$ cat src/trpm_pkg.sv
// Package: shared constants and types for the tree rank path mapper.
`timescale 1ns / 1ps
package trpm_pkg;
   localparam int unsigned WORD_W  = 32;
   localparam int unsigned WIDE_W  = 34;
   localparam logic [WIDE_W-1:0] SAT_CAP = 34'h2_0000_0000;

   // digit slots in a packed path and bits per digit
   localparam int unsigned MAX_DIGITS = 8;
   localparam int unsigned DIGIT_BITS = 4;

   localparam logic [1:0] CSR_BRANCH_BASE = 2'd0;
   localparam logic [1:0] CSR_LEVEL_COUNT = 2'd1;
   localparam logic [1:0] CSR_TOP_COUNT   = 2'd2;

   localparam logic OP_RANK_TO_PATH = 1'b0;
   localparam logic OP_PATH_TO_RANK = 1'b1;

   typedef struct packed {
      logic [4:0]  branch_base;
      logic [3:0]  level_count;
      logic [15:0] top_count;
   } csr_type;

   // saturating add of two wide values
   function automatic logic [WIDE_W-1:0] sat_add(input logic [WIDE_W-1:0] a,
                                                  input logic [WIDE_W-1:0] b);
      logic [WIDE_W:0] s;
      s = {1'b0, a} + {1'b0, b};
      return (s > {1'b0, SAT_CAP}) ? SAT_CAP : s[WIDE_W-1:0];
   endfunction
endpackage

$ cat src/trpm_req_if.sv
// Interfaces: request and response channels of the tree rank path mapper.
`timescale 1ns / 1ps
interface trpm_req_if;
   logic        valid;
   logic        ready;
   logic        op;
   logic [31:0] rank_in;
   logic [3:0]  path_len_in;
   logic [15:0] top_index_in;
   logic [31:0] digits_in;
   modport source (output valid, op, rank_in, path_len_in, top_index_in, digits_in,
                   input ready);
   modport sink   (input valid, op, rank_in, path_len_in, top_index_in, digits_in,
                   output ready);
endinterface

interface trpm_rsp_if;
   logic        valid;
   logic        ready;
   logic [31:0] rank_out;
   logic [3:0]  path_len_out;
   logic [15:0] top_index_out;
   logic [31:0] digits_out;
   logic        range_error;
   modport source (output valid, rank_out, path_len_out, top_index_out, digits_out,
                   range_error, input ready);
   modport sink   (input valid, rank_out, path_len_out, top_index_out, digits_out,
                   range_error, output ready);
endinterface

$ cat src/tree_rank_path_mapper_core.sv
// Top level: tree rank path mapper with sequencer, shared MAC and divider.
`timescale 1ns / 1ps
// Converts a linear rank into a forest path (op 0) or a path back to its rank
// (op 1). Requests arrive as beats on req, results leave as beats on rsp.
// csr writes set branch base, level count and tree count; write only while idle.
//
// One beat is taken at a time; req.ready is low while a beat is in work.
// The tree size is a geometric sum over L-1 levels, then the range check runs.
// Op 0 then works in the bit-serial divider, searches the level in up to L-2
// steps and runs one divide per emitted digit; op 1 folds the path in the MAC.
// The bit-serial divider dominates. The result is held in an output register
// until rsp.ready; a stalled receiver holds the block in that state.
// Reset returns the registers to base 2, four levels, one tree and idles.
module tree_rank_path_mapper_core
   import trpm_pkg::*;
(
   input  logic        clock,
   input  logic        reset,
   input  logic        csr_we,
   input  logic [1:0]  csr_index,
   input  logic [15:0] csr_wdata,
   trpm_req_if.sink    req,
   trpm_rsp_if.source  rsp
);
   localparam int MAXL = MAX_DIGITS + 2;
   localparam int BMAX = 1 << DIGIT_BITS;

   typedef enum logic [9:0] {
      S_IDLE  = 10'b0000000001,
      S_TREE  = 10'b0000000010,
      S_CHECK = 10'b0000000100,
      S_DIV   = 10'b0000001000,
      S_LEVEL = 10'b0000010000,
      S_DIGIT = 10'b0000100000,
      S_PBASE = 10'b0001000000,
      S_PGEO  = 10'b0010000000,
      S_PACC  = 10'b0100000000,
      S_DONE  = 10'b1000000000
   } state_type;

   state_type state_ff, state_in;
   csr_type   csr_ff, csr_in;

   logic [4:0]        eb;
   logic [3:0]        el;
   logic [WIDE_W-1:0] ntree_ff, ntree_in, s_ff, s_in, acc_ff, acc_in, rem_ff, rem_in;
   logic [3:0]        cnt_ff, cnt_in, m_ff, m_in;
   logic              op_ff, op_in, err_ff, err_in, wait_ff, wait_in;
   logic [31:0]       rank_ff, rank_in, dig_ff, dig_in, pdig_ff, pdig_in;
   logic [3:0]        plen_ff, plen_in;
   logic [15:0]       top_ff, top_in, ptop_ff, ptop_in;
   logic [WIDE_W-1:0] mac_a, mac_c, mac_y;
   logic [16:0]       mac_b;
   logic              div_start, div_done;
   logic [31:0]       div_n, div_q;
   logic [WIDE_W-1:0] div_d, div_r;
   logic [WIDE_W-1:0] total;
   logic [WIDE_W-1:0] pacc_sum;
   logic [DIGIT_BITS-1:0] cur_dig;
   logic [5:0]        dpos;

   trpm_mac u_mac (.clock, .a(mac_a), .b(mac_b), .c(mac_c), .y_ff(mac_y));
   trpm_div u_div (.clock, .reset, .start(div_start), .dividend(div_n),
                   .divisor(div_d), .done_ff(div_done), .quot_ff(div_q),
                   .rem_ff(div_r));

   // clamp base and levels
   always_comb begin
      eb = csr_ff.branch_base;
      if (eb < 5'd2) eb = 5'd2;
      if ({27'd0, eb} > BMAX) eb = 5'(BMAX);
      el = csr_ff.level_count;
      if (el < 4'd2) el = 4'd2;
      if ({28'd0, el} > MAXL) el = 4'(MAXL);
   end

   always_comb begin
      csr_in = csr_ff;
      if (csr_we) begin
         case (csr_index)
            CSR_BRANCH_BASE: csr_in.branch_base = csr_wdata[4:0];
            CSR_LEVEL_COUNT: csr_in.level_count = csr_wdata[3:0];
            CSR_TOP_COUNT:   csr_in.top_count   = csr_wdata;
            default:         csr_in = csr_ff;
         endcase
      end
   end

   // total is the registered MAC output
   assign total = mac_y;

   always_comb begin
      state_in = state_ff;
      ntree_in = ntree_ff; s_in = s_ff; acc_in = acc_ff; rem_in = rem_ff;
      cnt_in = cnt_ff; m_in = m_ff; op_in = op_ff; err_in = err_ff; wait_in = 1'b0;
      rank_in = rank_ff; dig_in = dig_ff; plen_in = plen_ff; top_in = top_ff;
      pdig_in = pdig_ff; ptop_in = ptop_ff;
      mac_a = s_ff; mac_b = {12'd0, eb}; mac_c = {{(WIDE_W-1){1'b0}}, 1'b1};
      div_start = 1'b0; div_n = rank_ff; div_d = ntree_ff;
      dpos = '0; cur_dig = '0; pacc_sum = '0;
      case (state_ff)
         S_IDLE: begin
            if (req.valid) begin
               op_in = req.op; rank_in = req.rank_in; plen_in = req.path_len_in;
               ptop_in = req.top_index_in; pdig_in = req.digits_in;
               err_in = 1'b0; dig_in = '0; top_in = '0;
               s_in = '0; cnt_in = el - 4'd1; wait_in = 1'b0;
               state_in = S_TREE;
            end
         end
         S_TREE: begin
            // tree size: geometric sum over L-1 levels, one MAC step per level
            mac_a = s_ff;
            if (wait_ff) begin
               s_in = mac_y;
               if (cnt_ff == 4'd0) begin
                  ntree_in = mac_y;
                  state_in = S_CHECK;
                  wait_in = 1'b1;
               end
            end else begin
               cnt_in = cnt_ff - 4'd1;
               wait_in = 1'b1;
            end
         end
         S_CHECK: begin
            // total = T*top_count+1 for op 0, base = T*top+1 for op 1
            mac_a = ntree_ff;
            mac_b = {1'b0, (op_ff == OP_RANK_TO_PATH) ? csr_ff.top_count : ptop_ff};
            if (wait_ff) begin
               wait_in = 1'b0;
            end else if (op_ff == OP_RANK_TO_PATH) begin
               if ({2'd0, rank_ff} >= total) begin
                  err_in = 1'b1; state_in = S_DONE;
               end else if (rank_ff == 32'd0) begin
                  plen_in = 4'd1; state_in = S_DONE;
               end else begin
                  rank_in = rank_ff - 32'd1;
                  div_n = rank_ff - 32'd1;
                  div_start = 1'b1; wait_in = 1'b1;
                  state_in = S_DIV;
               end
            end else begin
               acc_in = total;
               if (plen_ff == 4'd0 || plen_ff > el ||
                   (plen_ff >= 4'd2 && ptop_ff >= csr_ff.top_count)) begin
                  err_in = 1'b1; state_in = S_DONE;
               end else if (plen_ff == 4'd1) begin
                  rank_in = '0; state_in = S_DONE;
               end else begin
                  m_in = plen_ff - 4'd2; cnt_in = '0; s_in = '0;
                  state_in = S_PGEO; wait_in = 1'b1;
               end
            end
         end
         S_DIV: begin
            div_n = rank_ff;
            if (!wait_ff && div_done) begin
               top_in = div_q[15:0]; rem_in = div_r; plen_in = 4'd2;
               if (div_r == '0) begin
                  state_in = S_DONE;
               end else begin
                  s_in = '0; m_in = '0; wait_in = 1'b1; state_in = S_LEVEL;
               end
            end
         end
         S_LEVEL: begin
            // find largest m with S(m) <= rem
            mac_a = s_ff;
            if (wait_ff) begin
               wait_in = 1'b0;
            end else if (m_ff < el - 4'd2 && mac_y <= rem_ff) begin
               s_in = mac_y; m_in = m_ff + 4'd1; wait_in = 1'b1;
               mac_a = mac_y;
            end else begin
               rem_in = rem_ff - s_ff; cnt_in = m_ff; plen_in = 4'd2 + m_ff;
               if (m_ff == 4'd0) begin
                  state_in = S_DONE;
               end else begin
                  div_n = 32'(rem_ff - s_ff); div_d = {29'd0, eb};
                  div_start = 1'b1; wait_in = 1'b1; state_in = S_DIGIT;
               end
            end
         end
         S_DIGIT: begin
            div_n = rem_ff[31:0]; div_d = {29'd0, eb};
            if (!wait_ff && div_done) begin
               dpos = 6'(({2'd0, cnt_ff} - 6'd1) * DIGIT_BITS);
               if (dpos < 6'd32) begin
                  dig_in = dig_ff | (32'(div_r[DIGIT_BITS-1:0]) << dpos[4:0]);
               end
               rem_in = {2'd0, div_q}; cnt_in = cnt_ff - 4'd1;
               if (cnt_ff == 4'd1) begin
                  state_in = S_DONE;
               end else begin
                  div_n = div_q; div_start = 1'b1; wait_in = 1'b1;
               end
            end
         end
         S_PGEO: begin
            // add S(m), one MAC step per term
            mac_a = s_ff;
            if (wait_ff) begin
               wait_in = 1'b0;
            end else if (cnt_ff < m_ff) begin
               s_in = mac_y; cnt_in = cnt_ff + 4'd1; wait_in = 1'b1;
               mac_a = mac_y;
            end else begin
               acc_in = sat_add(acc_ff, s_ff); s_in = '0; cnt_in = '0;
               wait_in = 1'b1; state_in = S_PACC;
            end
         end
         S_PACC: begin
            // Horner over the digits
            dpos = 6'({2'd0, cnt_ff} * DIGIT_BITS);
            if (dpos < 6'd32) begin
               cur_dig = pdig_ff[dpos[4:0] +: DIGIT_BITS];
            end
            mac_a = s_ff; mac_c = {{(WIDE_W-DIGIT_BITS){1'b0}}, cur_dig};
            if (wait_ff) begin
               wait_in = 1'b0;
            end else if (cnt_ff < m_ff) begin
               if ({1'b0, cur_dig} >= eb) err_in = 1'b1;
               s_in = mac_y; cnt_in = cnt_ff + 4'd1; wait_in = 1'b1;
            end else begin
               pacc_sum = sat_add(acc_ff, s_ff);
               acc_in = pacc_sum;
               if (pacc_sum > {2'd0, 32'hFFFF_FFFF}) err_in = 1'b1;
               rank_in = pacc_sum[31:0];
               state_in = S_DONE;
            end
         end
         S_DONE: begin
            if (rsp.ready) state_in = S_IDLE;
         end
         default: state_in = S_IDLE;
      endcase
   end

   // state, csr and wait flag take reset; the datapath registers load without it
   always_ff @(posedge clock) begin
      if (reset) begin
         state_ff <= S_IDLE;
         csr_ff   <= '{branch_base: 5'd2, level_count: 4'd4, top_count: 16'd1};
         wait_ff  <= 1'b0;
      end else begin
         state_ff <= state_in;
         csr_ff   <= csr_in;
         wait_ff  <= wait_in;
      end
      ntree_ff <= ntree_in; s_ff <= s_in; acc_ff <= acc_in; rem_ff <= rem_in;
      cnt_ff <= cnt_in; m_ff <= m_in; op_ff <= op_in; err_ff <= err_in;
      rank_ff <= rank_in; dig_ff <= dig_in; plen_ff <= plen_in; top_ff <= top_in;
      pdig_ff <= pdig_in; ptop_ff <= ptop_in;
   end

   assign req.ready = (state_ff == S_IDLE);
   assign rsp.valid = (state_ff == S_DONE);
   assign rsp.range_error   = err_ff;
   assign rsp.rank_out      = (err_ff || op_ff == OP_RANK_TO_PATH) ? 32'd0 : rank_ff;
   assign rsp.path_len_out  = (err_ff || op_ff == OP_PATH_TO_RANK) ? 4'd1 : plen_ff;
   assign rsp.top_index_out = (err_ff || op_ff == OP_PATH_TO_RANK) ? 16'd0 : top_ff;
   assign rsp.digits_out    = (err_ff || op_ff == OP_PATH_TO_RANK) ? 32'd0 : dig_ff;

   a_one_side: assert property (@(posedge clock) disable iff (reset)
      !(req.ready && rsp.valid)) else $error("ready and valid together");
   a_hold: assert property (@(posedge clock) disable iff (reset)
      rsp.valid && !rsp.ready |=> rsp.valid) else $error("result dropped");
   a_state: assert property (@(posedge clock) disable iff (reset)
      $onehot(state_ff)) else $error("state not one-hot");
endmodule

$ cat src/trpm_mac.sv
// Shared multiply-accumulate unit: registered saturating a*b+c.
`timescale 1ns / 1ps
module trpm_mac
   import trpm_pkg::*;
(
   input  logic              clock,
   input  logic [WIDE_W-1:0] a,
   input  logic [16:0]       b,
   input  logic [WIDE_W-1:0] c,
   output logic [WIDE_W-1:0] y_ff
);
   logic [WIDE_W+16:0] prod;
   logic [WIDE_W-1:0]  y_in;

   always_comb begin
      prod = {17'd0, a} * {{WIDE_W{1'b0}}, b};
      if (prod > {17'd0, SAT_CAP}) begin
         y_in = SAT_CAP;
      end else begin
         y_in = sat_add(prod[WIDE_W-1:0], c);
      end
   end

   always_ff @(posedge clock) begin
      y_ff <= y_in;
   end
endmodule

$ cat src/trpm_div.sv
// Restoring divider: one quotient bit a cycle, 32-bit dividend.
`timescale 1ns / 1ps
module trpm_div
   import trpm_pkg::*;
(
   input  logic              clock,
   input  logic              reset,
   input  logic              start,
   input  logic [31:0]       dividend,
   input  logic [WIDE_W-1:0] divisor,
   output logic              done_ff,
   output logic [31:0]       quot_ff,
   output logic [WIDE_W-1:0] rem_ff
);
   logic              busy_ff, busy_in, done_in;
   logic [5:0]        cnt_ff, cnt_in;
   logic [31:0]       quot_in;
   logic [WIDE_W-1:0] rem_in, dsr_ff, dsr_in;
   logic [WIDE_W:0]   trial;

   always_comb begin
      busy_in = busy_ff;
      done_in = 1'b0;
      cnt_in  = cnt_ff;
      quot_in = quot_ff;
      rem_in  = rem_ff;
      dsr_in  = dsr_ff;
      trial   = '0;
      if (start) begin
         busy_in = 1'b1;
         cnt_in  = 6'd32;
         quot_in = dividend;
         rem_in  = '0;
         dsr_in  = divisor;
      end else if (busy_ff) begin
         trial = {rem_ff, quot_ff[31]} - {1'b0, dsr_ff};
         if (!trial[WIDE_W]) begin
            rem_in  = trial[WIDE_W-1:0];
            quot_in = {quot_ff[30:0], 1'b1};
         end else begin
            rem_in  = {rem_ff[WIDE_W-2:0], quot_ff[31]};
            quot_in = {quot_ff[30:0], 1'b0};
         end
         cnt_in = cnt_ff - 6'd1;
         if (cnt_ff == 6'd1) begin
            busy_in = 1'b0;
            done_in = 1'b1;
         end
      end
   end

   always_ff @(posedge clock) begin
      if (reset) begin
         busy_ff <= 1'b0;
         done_ff <= 1'b0;
         cnt_ff  <= '0;
      end else begin
         busy_ff <= busy_in;
         done_ff <= done_in;
         cnt_ff  <= cnt_in;
      end
      quot_ff <= quot_in;
      rem_ff  <= rem_in;
      dsr_ff  <= dsr_in;
   end
endmodule

$ cat src/flat_wrapper.sv
// flat-port wrapper written by rule: the top's interface ports become plain ports
module tree_rank_path_mapper_core_flat import trpm_pkg::*;
  (clock, reset, csr_we, csr_index, csr_wdata, req_valid, req_op, req_rank_in, req_path_len_in, req_top_index_in, req_digits_in, req_ready, rsp_valid, rsp_rank_out, rsp_path_len_out, rsp_top_index_out, rsp_digits_out, rsp_range_error, rsp_ready);
  trpm_req_if req_i ();
  trpm_rsp_if rsp_i ();
  input  logic clock;
  input  logic reset;
  input  logic csr_we;
  input  logic [1:0] csr_index;
  input  logic [15:0] csr_wdata;
  input wire logic [$bits(req_i.valid)-1:0] req_valid;
  input wire logic [$bits(req_i.op)-1:0] req_op;
  input wire logic [$bits(req_i.rank_in)-1:0] req_rank_in;
  input wire logic [$bits(req_i.path_len_in)-1:0] req_path_len_in;
  input wire logic [$bits(req_i.top_index_in)-1:0] req_top_index_in;
  input wire logic [$bits(req_i.digits_in)-1:0] req_digits_in;
  output wire logic [$bits(req_i.ready)-1:0] req_ready;
  output wire logic [$bits(rsp_i.valid)-1:0] rsp_valid;
  output wire logic [$bits(rsp_i.rank_out)-1:0] rsp_rank_out;
  output wire logic [$bits(rsp_i.path_len_out)-1:0] rsp_path_len_out;
  output wire logic [$bits(rsp_i.top_index_out)-1:0] rsp_top_index_out;
  output wire logic [$bits(rsp_i.digits_out)-1:0] rsp_digits_out;
  output wire logic [$bits(rsp_i.range_error)-1:0] rsp_range_error;
  input wire logic [$bits(rsp_i.ready)-1:0] rsp_ready;
  assign req_i.valid = req_valid;
  assign req_i.op = req_op;
  assign req_i.rank_in = req_rank_in;
  assign req_i.path_len_in = req_path_len_in;
  assign req_i.top_index_in = req_top_index_in;
  assign req_i.digits_in = req_digits_in;
  assign req_ready = req_i.ready;
  assign rsp_valid = rsp_i.valid;
  assign rsp_rank_out = rsp_i.rank_out;
  assign rsp_path_len_out = rsp_i.path_len_out;
  assign rsp_top_index_out = rsp_i.top_index_out;
  assign rsp_digits_out = rsp_i.digits_out;
  assign rsp_range_error = rsp_i.range_error;
  assign rsp_i.ready = rsp_ready;
  tree_rank_path_mapper_core u_core (.clock(clock), .reset(reset), .csr_we(csr_we), .csr_index(csr_index), .csr_wdata(csr_wdata), .req(req_i), .rsp(rsp_i));
endmodule
$ cat config.mk
export PLATFORM = sky130hd
export DESIGN_NAME = tree_rank_path_mapper_core_flat
export DESIGN_NICKNAME = d
export VERILOG_FILES = /design/src/trpm_pkg.sv /design/src/trpm_req_if.sv /design/src/tree_rank_path_mapper_core.sv /design/src/trpm_mac.sv /design/src/trpm_div.sv /design/src/flat_wrapper.sv
export SDC_FILE = /design/constraint.sdc
export NUM_CORES = 2
export LEC_CHECK = 0
export BUFFER_PORTS_ARGS = -buffer_cell sky130_fd_sc_hd__buf_2
export CAP_MARGIN = 10
export CORE_MARGIN = 2
export CORE_UTILIZATION = 35
export CTS_BUF_LIST = sky130_fd_sc_hd__clkbuf_8
export DETAILED_ROUTE_END_ITERATION = 10
export PLACE_DENSITY = 0.55
export SLEW_MARGIN = 30
export SYNTH_ARGS = -nofsm -noshare
export SYNTH_HDL_FRONTEND = slang
export SYNTH_HIERARCHICAL = 1
export SYNTH_SLANG_ARGS = --single-unit
$ cat constraint.sdc
create_clock -name clock -period 11.13 [get_ports clock]
set_input_delay 1.113 -clock clock [delete_from_list [all_inputs] [get_ports clock]]
set_output_delay 1.113 -clock clock [all_outputs]
set_load 0.01 [all_outputs]
**Word level (Yosys, flattened, before mapping)**

Index checks and enable logic that the tools add are counted.

- Register bits: 456
- Bits of input ports: 108
- Logic and storage cells: 325

- Add/subtract/negate cells: 14
- Multipliers: 1
- $lt $le $gt $ge: 18
- Eq/ne operators: 48
- Shifts and indexed selects: 2
- Muxes and demuxes: 167
- Bitwise operators: 3
- Reductions and logical operators: 45

Operator list:

| kind | count |
|---|---|
| 34-bit two-way mux | 27 |
| 32-bit two-way mux | 23 |
| 34-bit case mux with 7 select lines | 1 |
| 10-bit two-way mux | 21 |
| 34-bit case mux with 3 select lines | 2 |
| 32-bit case mux with 3 select lines | 2 |
| 4-bit two-way mux | 35 |
| 34-bit case mux with 2 select lines | 2 |
| 10-bit case mux with 9 select lines | 1 |
| 16-bit two-way mux | 5 |
| 34-bit by 34-bit adder with 35-bit output | 2 |
| 35-bit by 34-bit greater-than comparator with 1-bit output (second input constant) | 2 |
| 32-bit case mux with 2 select lines | 1 |
| 51-bit by 34-bit greater-than comparator with 1-bit output (second input constant) | 1 |
| 34-bit by 16-bit multiplier with 50-bit output | 1 |
| 1-bit two-way mux | 36 |
| 35-bit by 34-bit subtractor with 35-bit output | 1 |
| 32-bit by 34-bit greater-or-equal comparator with 1-bit output | 1 |
| 34-bit by 32-bit greater-than comparator with 1-bit output (second input constant) | 1 |
| 34-bit <= comparator | 1 |
| 34-bit logical NOT | 1 |
| 34-bit subtractor | 1 |
| 32-bit logical NOT | 1 |
| 2-bit != test (second input constant) | 16 |
| 66 further kinds | 113 |

**Depth between registers and ports, before layout**

- Depth in word-level cells: 14
- Gate-level depth with buffers: 50
- Depth with buffers taken out: 43

**By module**

Netlist, hierarchy kept.

By module, submodules not included:

| module | times used | cells an instance | area an instance (um^2) | seq. area each (um^2) |
|---|---|---|---|---|
| tree_rank_path_mapper_core | 1 | 2831 | 24727.5 | 9048.7 |
| trpm_mac | 1 | 2630 | 21971.1 | 680.7 |
| trpm_div | 1 | 611 | 6203.4 | 2822.7 |

**Worst setup path after synthesis**

No wires, ideal clock.

- Path kind: flip-flop to flip-flop
- Start point: register u_core/csr_ff[19] in the netlist's numbering
- End point: register u_core.u_mac.y_ff[24]
- Library setup time: 144 ps
- Arrival: 10386 ps
- Required time: 10986 ps
- Path slack: 600 ps
- Cell stages (with the launch flop): 49
- Period minus slack after synthesis: 10530 ps
- Path through: dfxtp_1 clkbuf_1 xor2_1 nand2b_1 inv_1 ha_1 xnor2_1 ha_1 a21oi_1 o21ai_0 a21oi_1 nand2b_1 clkbuf_1 clkbuf_1 a21oi_1 nor2_1 a21oi_1 clkbuf_1 (+13 left out) nand3_1 a21o_1 a21oi_1 or3_1 and2_1 ha_1 clkbuf_1 nand4_1 nor3_1 nand3_1 a21oi_1 o31ai_1 o31a_1 xnor2_1 a21oi_1 a41oi_2 buf_2 nor4_2

- Cells in the longest elaborated chain, start to end: 14
- Elaborated cells on any way between the ends: 15
- Classes of those cells: add/sub (2); mul (1); order compare (5); mux (5); reduce/logical (2)

RTL lines:

| item | RTL line | RTL |
|---|---|---|
| from (decl) | tree_rank_path_mapper_core.sv:42 | `csr_type csr_ff, csr_in;` |
| from (signal assigned) | tree_rank_path_mapper_core.sv:244 | `csr_ff <= '{branch_base: 5'd2, level_count: 4'd4, top_count: 16'd1};` |
| from (signal assigned) | tree_rank_path_mapper_core.sv:248 | `csr_ff <= csr_in;` |
| 4-bit by 2-bit < comparator with 1-bit output | tree_rank_path_mapper_core.sv:73 | `if (el < 4'd2) el = 4'd2;` |
| 4-bit two-way mux (*) | tree_rank_path_mapper_core.sv:73 |  |
| 4-bit greater-than comparator | tree_rank_path_mapper_core.sv:74 | `if ({28'd0, el} > MAXL) el = 4'(MAXL);` |
| 4-bit two-way mux (*) | tree_rank_path_mapper_core.sv:74 |  |
| 4-bit by 2-bit subtractor with 4-bit output (*) | tree_rank_path_mapper_core.sv:172 | `end else if (m_ff < el - 4'd2 && mac_y <= rem_ff) begin` |
| 4-bit < comparator (*) | tree_rank_path_mapper_core.sv:172 |  |
| 1-bit logical AND (*) | tree_rank_path_mapper_core.sv:172 |  |
| 34-bit two-way mux (*) | - |  |
| 34-bit two-way mux (*) | tree_rank_path_mapper_core.sv:170 | `if (wait_ff) begin` |
| 34-bit case mux with 3 select lines (*) | tree_rank_path_mapper_core.sv:101 | `case (state_ff)` |
| via u_core.mac_a[11] | tree_rank_path_mapper_core.sv:52 | `logic [WIDE_W-1:0] mac_a, mac_c, mac_y;` |
| 34-bit by 16-bit multiplier with 50-bit output (*) | trpm_mac.sv:16 | `prod = {17'd0, a} * {{WIDE_W{1'b0}}, b};` |
| 34-bit by 34-bit adder with 35-bit output | trpm_pkg.sv:29 | `s = {1'b0, a} + {1'b0, b};` |
| 35-bit by 34-bit greater-than comparator with 1-bit output | trpm_pkg.sv:30 | `return (s > {1'b0, SAT_CAP}) ? SAT_CAP : s[WIDE_W-1:0];` |
| 2-bit OR reduction (no line) | - |  |
| to (signal assigned) | trpm_mac.sv:25 | `y_ff <= y_in;` |
| to (decl) | trpm_mac.sv:10 | `output logic [WIDE_W-1:0] y_ff` |

The timed path passes the listed nets; every way through them passes the cells marked *.
A chain may end at the register's enable or synchronous reset.

**Worst setup path after layout**

- Start point: register u_core.rem_ff[12]
- End point: register u_core.u_mac.y_ff[10]

- Cells in the longest elaborated chain, start to end: 9
- Elaborated cells on any way between the ends: 10
- Classes of those cells: add/sub (1); mul (1); order compare (3); mux (3); reduce/logical (2)

RTL lines:

| item | RTL line | RTL |
|---|---|---|
| from (decl) | tree_rank_path_mapper_core.sv:46 | `logic [WIDE_W-1:0] ntree_ff, ntree_in, s_ff, s_in, acc_ff, acc_in, rem_ff, rem_in;` |
| from (signal assigned) | tree_rank_path_mapper_core.sv:251 | `ntree_ff <= ntree_in; s_ff <= s_in; acc_ff <= acc_in; rem_ff <= rem_in;` |
| 34-bit <= comparator (*) | tree_rank_path_mapper_core.sv:172 |  |
| 1-bit logical AND (*) | tree_rank_path_mapper_core.sv:172 |  |
| 34-bit two-way mux (*) | - |  |
| 34-bit two-way mux (*) | tree_rank_path_mapper_core.sv:170 |  |
| 34-bit case mux with 3 select lines (*) | tree_rank_path_mapper_core.sv:101 |  |
| via u_core.mac_a[16] | tree_rank_path_mapper_core.sv:52 |  |
| 34-bit by 16-bit multiplier with 50-bit output (*) | trpm_mac.sv:16 |  |
| 34-bit by 34-bit adder with 35-bit output | trpm_pkg.sv:29 |  |
| 35-bit by 34-bit greater-than comparator with 1-bit output | trpm_pkg.sv:30 |  |
| 2-bit OR reduction (no line) (*) | - |  |

Marks and branches as above.

==> impl_metrics.env <==
export IMPL_gp_congestion=0.952
export IMPL_ys_seq_area_share_pct=23.7
export IMPL_fmax_mhz=94.9
export IMPL_synth_cells=6072
export IMPL_coreArea_um2=150000
export IMPL_status="finished clean"
export IMPL_grt_remaining_overflow=0
export IMPL_worst_pin_slew_ps=1030
export IMPL_skew_ps=83.5
export IMPL_fp_dieH_um=393
export IMPL_drive_above_1_share_pct=12.3
export IMPL_startpoint_type="flop"
export IMPL_syn_to_final_growth_pct=12.1
export IMPL_wl_per_cell_um=22.8
export IMPL_cp_required_ps=11760
export IMPL_syn_mean_instance_area_um2=8.71
export IMPL_ys_async_sr_fraction_pct=0
export IMPL_num_nets_final=7259
export IMPL_ys_seq_elements=455
export IMPL_setup_viol=0
export IMPL_hold_violations=0
export IMPL_ir_worst_vdd_mv=0.0786
export IMPL_cts_sinks=455
export IMPL_cpMaxStageDelayCell="fa_1"
export IMPL_drc=0
export IMPL_synth_main_ff_cell="edfxtp_1"
export IMPL_std_cell_rows=142
export IMPL_cts_root_buffer="clkbuf_8"
export IMPL_grt_max_degree=72
export IMPL_fin_crit_sh_pct=94.7
export IMPL_h_tree_depth=3
export IMPL_routed_wl_mm=191
export IMPL_synth_common_cells="nand2_1 (776), inv_1 (711), fa_1 (483)"
export IMPL_vias_per_cell=5.57
export IMPL_drt_initial_drc_count=4019
export IMPL_multi_input_area_um2=36800
export IMPL_grt_usage_pct=24.5
export IMPL_leakage_nw=25.1
export IMPL_regArea_um2=12600
export IMPL_place_area_um2=57400
export IMPL_setup_tns_ps=0
export IMPL_synthMostInstantiatedCell="nand2_1"
export IMPL_hpwlAfterDp_mm=151
export IMPL_finalMaxSlewViolations=0
export IMPL_slew_headroom_pct=31.2
export IMPL_rsz0062_at_grt="no"
export IMPL_via_count=46700
export IMPL_slowest_delay_ps=530
export IMPL_maxCapViolations=0
export IMPL_tritoncts="yes"
export IMPL_cts_hold_buf=0
export IMPL_ys_warn_count=6
export IMPL_initial_utilization_pct=35.3
export IMPL_worstSkewPairLatency_ps=770
export IMPL_fin_crit_ps=10540
export IMPL_syn_area_um2=52900
export IMPL_path_clk_slew_ps=60
export IMPL_port_buffers=194
export IMPL_path_max_fanout=13
export IMPL_cts_buffer_depth=3
export IMPL_crit_type="reg2reg"
export IMPL_fin_util_pct=39.6
export IMPL_antenna_found_initial=9
export IMPL_nFillCells=15400
export IMPL_first_global_vias=46800
export IMPL_antenna_left=0
export IMPL_grt_pass1_wl_mm=290
export IMPL_synth_top_area_cell="edfxtp_1"
export IMPL_synth_top_area_share_pct=19.5
export IMPL_cts_buffers=87
export IMPL_synth_area_top_cells="edfxtp_1 (20%), fa_1 (18%), ha_1 (8.7%)"
export IMPL_synth_cell_type_count=104
export IMPL_hp_class="reg2reg"
export IMPL_cp_arrival_ps=11170
export IMPL_design_area_um2=59300
export IMPL_endpoint_kind="flop"
export IMPL_dpl_cell_count=8221
export IMPL_first_pass_iters=9
export IMPL_pin_count=195
export IMPL_dieWidth_um=393
export IMPL_final_instance_count_excl_fill=8392
export IMPL_synth_edf_count=344
export IMPL_dieArea_um2=154000
export IMPL_p_per_area_nw_per_um2=115
cell usage in the layout, fill, tap and decap left out, drive strengths merged, types with 38 or more instances in the layout:
cell type	netlist	layout
conb	1	38
o21a	40	40
a211oi	110	110
mux2i	93	93
o21ai	249	249
edfxtp	344	344
nand3	73	73
xnor2	108	108
nor4	56	56
fa	483	483
clkbuf	296	94
a21o	99	99
dfxtp	111	111
a31oi	42	42
a22oi	56	56
nand2	777	777
nand4	69	69
buf	53	450
and2	322	322
o211ai	38	38
ha	369	369
inv	711	738
xor2	92	92
nor3	86	86
o31ai	69	69
a21oi	453	453
nor2	383	383
cells by family after synthesis:
kind of cell	synth area share (%)
other	0.00709
buffers and inverters	7.75
adders and majority gates	27.0
DFF	23.7
AOI/OAI and AO/OA	17.2
and+or+nand+nor	18.1
xor gates and xnor gates	3.31
muxes	2.87
final timing paths:
path	startpoint	end	slack, ps	cells after the start
worst max-delay path	u_core/rem_ff[12]	u_core/u_mac/y_ff[10]	590	47
worst min-delay path	u_core/csr_ff[3]	u_core/csr_ff[3]	460	2
worst max register to register	u_core/rem_ff[12]	u_core/u_mac/y_ff[10]	590	47
worst min register to register	u_core/csr_ff[3]	u_core/csr_ff[3]	460	2
timing repair:
item                                   in CTS  in global routing
setup buffers                               0                  4
setup endpoints to repair                   0                 34
gates resized for setup                     0                 48
endpoints found under the hold margin       0                  0
state kept, by name (all words and copies together), names as in the netlist, 4 cells and up:
signal and cells:
u_core/csr_ff 25, u_core/rem_ff 34, u_core/state_ff 9, u_core/top_ff 16, u_core/u_div/cnt_ff 6, u_core/m_ff 4, u_core/s_ff 34, u_core/rank_ff 32
u_core/cnt_ff 4, u_core/ptop_ff 16, u_core/u_div/rem_ff 34, u_core/ntree_ff 34, u_core/acc_ff 34, u_core/u_div/quot_ff 32, u_core/plen_ff 4, u_core/dig_ff 32
u_core/pdig_ff 32, u_core/u_div/dsr_ff 34, u_core/u_mac/y_ff 34
per-stage QoR:
step	hold slack, ps	power, mW	setup slack, ps
CTS	456	6.76	146
detailed placement	447	5.04	190
global placement	446	5.03	288
floorplan	436	4.01	600
finish	459	6.81	590
global route	474	7.23	0.658
layer usage:
| metal | vias to the layer above | part of all wire (%) | GRT usage [%] |
|---|---|---|---|
| met5 | - | 0.0037 | 0 |
| met4 | 2 | 3.8 | 8.90 |
| met3 | 336 | 6.9 | 2.79 |
| met2 | 1839 | 45 | 38.9 |
| met1 | 23200 | 44 | 34.4 |
| li1 | 21300 | - | - |
final cells by class:
type | instances | area share, %
Inverter | 711 | 4.50
Timing Repair Buffer | 450 | 5.14
Clock inverter | 69 | 0.734
Tap cell | 2016 | 4.25
Sequential cell | 455 | 21.2
Antenna cell | 3 | 0.0127
Multi-Input combinational cell | 4594 | 62.0
Clock buffer | 94 | 2.18
critical path: cells and delay by family (launching register included):
| family | cells | cell delay [ps] |
|---|---|---|
| xor+xnor | 1 | 190 |
| compound gates | 10 | 2090 |
| fa+ha+maj | 9 | 3790 |
| flops | 1 | 420 |
| buf+inv | 14 | 1790 |
| simple gates | 13 | 2100 |
report_power, final:
group / internal, mW / switching [mW] / leakage (nW)
Clock: 0.865 / 0.829 / 0.968
Combinational: 1.15 / 1.86 / 20.1
Sequential: 1.94 / 0.162 / 4.08
Total: 3.96 / 2.85 / 25.1
(Power assumes the default switching activity.)
